$ cat src/design/kt_ram.sv
// Generic single-port-write, single-port-read RAM with a registered read.
// Stand-alone; no package dependencies.
`default_nettype none

module kt_ram #(
    parameter int WIDTH = 8,
    parameter int DEPTH = 128
) (
    input  logic                     i_clk,
    input  logic                     i_we,
    input  logic [$clog2(DEPTH)-1:0] i_waddr,
    input  logic [WIDTH-1:0]         i_wdata,
    input  logic [$clog2(DEPTH)-1:0] i_raddr,
    output logic [WIDTH-1:0]         o_rdata
);

    logic [WIDTH-1:0] r_mem [DEPTH];
    logic [WIDTH-1:0] r_rdata;

    always_ff @(posedge i_clk) begin
        if (i_we) begin
            r_mem[i_waddr] <= i_wdata;
        end
        r_rdata <= r_mem[i_raddr];
    end

    assign o_rdata = r_rdata;

endmodule : kt_ram

`default_nettype wire
$ cat config.mk
export PLATFORM = sky130hd
export DESIGN_NAME = kt_ram
export DESIGN_NICKNAME = d
export VERILOG_FILES = /design/src/design/kt_ram.sv
export SDC_FILE = /design/constraint.sdc
export NUM_CORES = 1
export LEC_CHECK = 0
export ABC_AREA = 1
export BUFFER_PORTS_ARGS = -buffer_cell sky130_fd_sc_hd__buf_4
export CORE_ASPECT_RATIO = 2
export CORE_UTILIZATION = 38
export DETAILED_ROUTE_END_ITERATION = 7
export GPL_TIMING_DRIVEN = 0
export PLACE_DENSITY = 0.51
export SLEW_MARGIN = 20
export SYNTH_ARGS = -nofsm -noshare
export SYNTH_HDL_FRONTEND = slang
export SYNTH_SLANG_ARGS = --single-unit
export TNS_END_PERCENT = 50
$ cat constraint.sdc
create_clock -name i_clk -period 4.69 [get_ports i_clk]
set_input_delay 0.469 -clock i_clk [delete_from_list [all_inputs] [get_ports i_clk]]
set_output_delay 0.469 -clock i_clk [all_outputs]
set_load 0.01 [all_outputs]
==> results by group <==
Drt
  – Final WL: 157000 um
  – 1st-pass router iterations: 6
  – Routed WL per cell: a little over 30 um
  – Vias: between 20000 and 30000
  – Detail Route Antenna Nets: 0
  – Drt drc: 0
  – DR vias/cell: roughly 5.5
  – Initial DRC Count: 2327

Clock tree
  – Root Driver: clkbuf_16
  – CTS buffer count: between 80 and 90
  – Clock Latency Late Sink: around 700 ps
  – Clk slew on worst S/H paths: about 60 ps
  – Postcts setup bufs: 0
  – PostCTS Resize Cnt: 0
  – TritonCTS Sinks: just over 1000
  – TritonCTS clock tree: yes
  – Post-CTS Hold Buffers: 0
  – H-tree depth: 3
  – Max clock buf depth: 3

Timing
  – RSZ-0062 raised after global routing: no
  – Achievable frequency: around 360 MHz
  – Fin. Hold Viols: 0
  – Max-slew violation count: 0
  – Final setup viols: 0
  – Least-Margin Pin Slew: approximately 1200 ps
  – Fin crit share: 0.587
  – Total negative slack: 0 ps
  – Worst Skew: between 15 and 20 ps
  – Post-layout min period: about 2800 ps
  – Worst rel slew slack: 0.186
  – Worst Slack Setup Final: 1940 ps

Power and ir drop
  – Seq pwr share: 0.527
  – NetSw: 0.00464 W
  – Int Pwr: between 0.01 and 0.015 W
  – Comb pwr share: 0.077
  – Clock power share: 0.396
  – Pwr Density: ~410 nW/um2
  – Switch share: 0.240
  – VDD IR max: approximately 0.36 mV
  – Total power: around 0.019 W
  – Leakage power: roughly 17 nW

Logic synthesis
  – Commonest cells post-synth: nand2_1, edfxtp_1, nand3_1
  – Area leader, netlist: edfxtp_1
  – EDFF count, synth: 1024
  – Top cells by area, synth: edfxtp_1, nand3_1, nand2_1
  – Syn_nets: ~3600
  – Async SR Flop Fraction: 0
  – Top-area cell type share of the netlist area: 0.730
  – Primary FF master, synth: edfxtp_1
  – Post-Syn Instances: about 3600
  – Synth unique cells: 14
  – Sequential element share of the synthesized area: 0.734
  – Netlist Area Pre-Place: approximately 42000 um2
  – Cell with the most instances after synthesis: nand2_1
  – Synthesis warning total: 0
  – Post-Syn Area per Cell: about 12 um2
  – FF+latch count, synth: roughly 1000

Setup path
  – Buf/Inv on CP: 3
  – Setup crit end kind: flop
  – CP required: 5270 ps
  – Nature of the critical path startpoint: primary input
  – Crit path largest cell delay: a little under 900 ps
  – CP Cell Sequence: buf_4 > clkbuf_1 > clkbuf_1 > nand3_1 > nand2_1 > nand2_1 > nand3_1 > nand2_1 > nand2_1 > nand2_1
  – WP data arrival: approximately 3300 ps
  – WS Path Type: in2reg
  – Crit-path slowest cell: clkbuf_1
  – Top delay family on crit path: buffers and inverters
  – Crit-path most repeated cell: nand2_1
  – Flop2flop setup slack: ~2800 ps
  – Worst-path maximum fanout: 10

GRT
  – Grt peak-use layer: met2
  – Gr ovfl total: 0
  – Largest net degree at the start of global routing: slightly above 90
  – Gr usage total: 0.281
  – Initial antenna violation count: 7
  – GR Layer Usage met1: 0.270
  – First-pass GRT wire length: about 210000 um
  – Grt met2 use: 0.518
  – Vias in the first global route: 28600
  – GRT met3 Usage: 0.0442

Die
  – Initial Utilization: 0.384
  – Die H: roughly 470 um
  – IO Count: 32
  – Die area: between 100000 and 150000 um2
  – Site Rows: around 170
  – Core Footprint: roughly 110000 um2
  – Horiz. Die Dim: 237 um

Layout
  – Nets: around 3700
  – # fillers: about 10000
  – Fin util: 0.432
  – Final std cell area, no fill: about 47000 um2
  – Layout cell share with drive strength beyond 1: 0.105
  – Area added between synthesis and finish: 12.7%

Place
  – Post-DP HPWL: ~110000 um
  – Pre-CTS WS: ~1400 ps
  – Dpl cell area: between 40000 and 50000 um2
  – IO buf count: 26
  – RD Place Congestion: just under 1

Status
  – Status: completed

Worst hold path
  – Hold Path Class: in2reg

Flow run
  – Max-cap violations: 0
[worst register-to-register path, delay by kind of cell (launching register included)]
| kind | cells | cell delay [ps] |
|---|---|---|
| and+or+nand+nor | 10 | 1440 |
| DFF | 1 | 370 |
[power by group through the flow]
stage                     Clock (W)  Combinational [W]  Sequential [W]
final                       0.00764            0.00148          0.0102
after CTS                   0.00770            0.00146          0.0102
after floorplan                   0           0.000670          0.0104
after detailed placement          0            0.00146          0.0104
after global routing        0.00799            0.00155          0.0102
after global placement            0            0.00142          0.0104
[per-layer routing]
metal	up-vias	wire length [um]
li1	12839	-
met1	14113	50200
met2	1144	83100
met3	436	8460
met4	4	15300
met5	-	22
[sequential cells by signal, summed over array words and instances (netlist names)]
name and count:
r_mem 1024, o_rdata 8
[cell type report]
type / count / area (um2) / area share
flip-flops and latches: 1032 / 30900 / 0.652
clock inverters: 54 / 584 / 0.0123
inverters: 24 / 97.6 / 0.00206
plain buffers: 231 / 1340 / 0.0283
diodes: 4 / 10.0 / 0.000211
multi-input cells: 2288 / 9850 / 0.208
clock buffers: 105 / 2320 / 0.0489
repair buffers: 42 / 577 / 0.0122
well taps: 1392 / 1740 / 0.0367
[path summary, 6_finish.rpt]
kind | start | endpoint | depth (start not counted)
max | i_raddr[3] | o_rdata[0]$_DFF_P_ | 10
min | i_wdata[2] | r_mem[24][2]$_DFFE_PP_ | 1
max reg2reg | r_mem[14][1]$_DFFE_PP_ | o_rdata[1]$_DFF_P_ | 10
min reg2reg | r_mem[74][3]$_DFFE_PP_ | o_rdata[3]$_DFF_P_ | 10
[cells in the final DEF, fill, tap and decap left out, types with 8 or more instances in the layout]
master	n
edfxtp_1	1024
clkbuf_1	42
inv_1	21
clkinv_1	17
buf_6	27
buf_1	14
bufinv_16	11
buf_4	58
buf_16	8
nor3_1	8
nand3_1	931
buf_8	11
clkbuf_16	90
nor2_1	99
nor2_2	35
buf_2	121
dfxtp_1	8
nand2_1	1215
clkinv_2	16
[kinds of logic (layout without fill, tap and decap cells)]
group | after synthesis | in the layout | share of synthesized area
other | 0 | 4 | 0
DFF | 1032 | 1032 | 0.734
and+or+nand+nor | 2288 | 2288 | 0.232
buffers and inverters | 255 | 456 | 0.0340
[stage by stage]
stage,cells,hold WS (ps)
after floorplan,3575,568
after global placement,4993,866
after detailed placement,5009,864
after CTS,5168,105
after global routing,5169,125
final,5172,137
No activity file was read; power rests on OpenSTA's default activity.
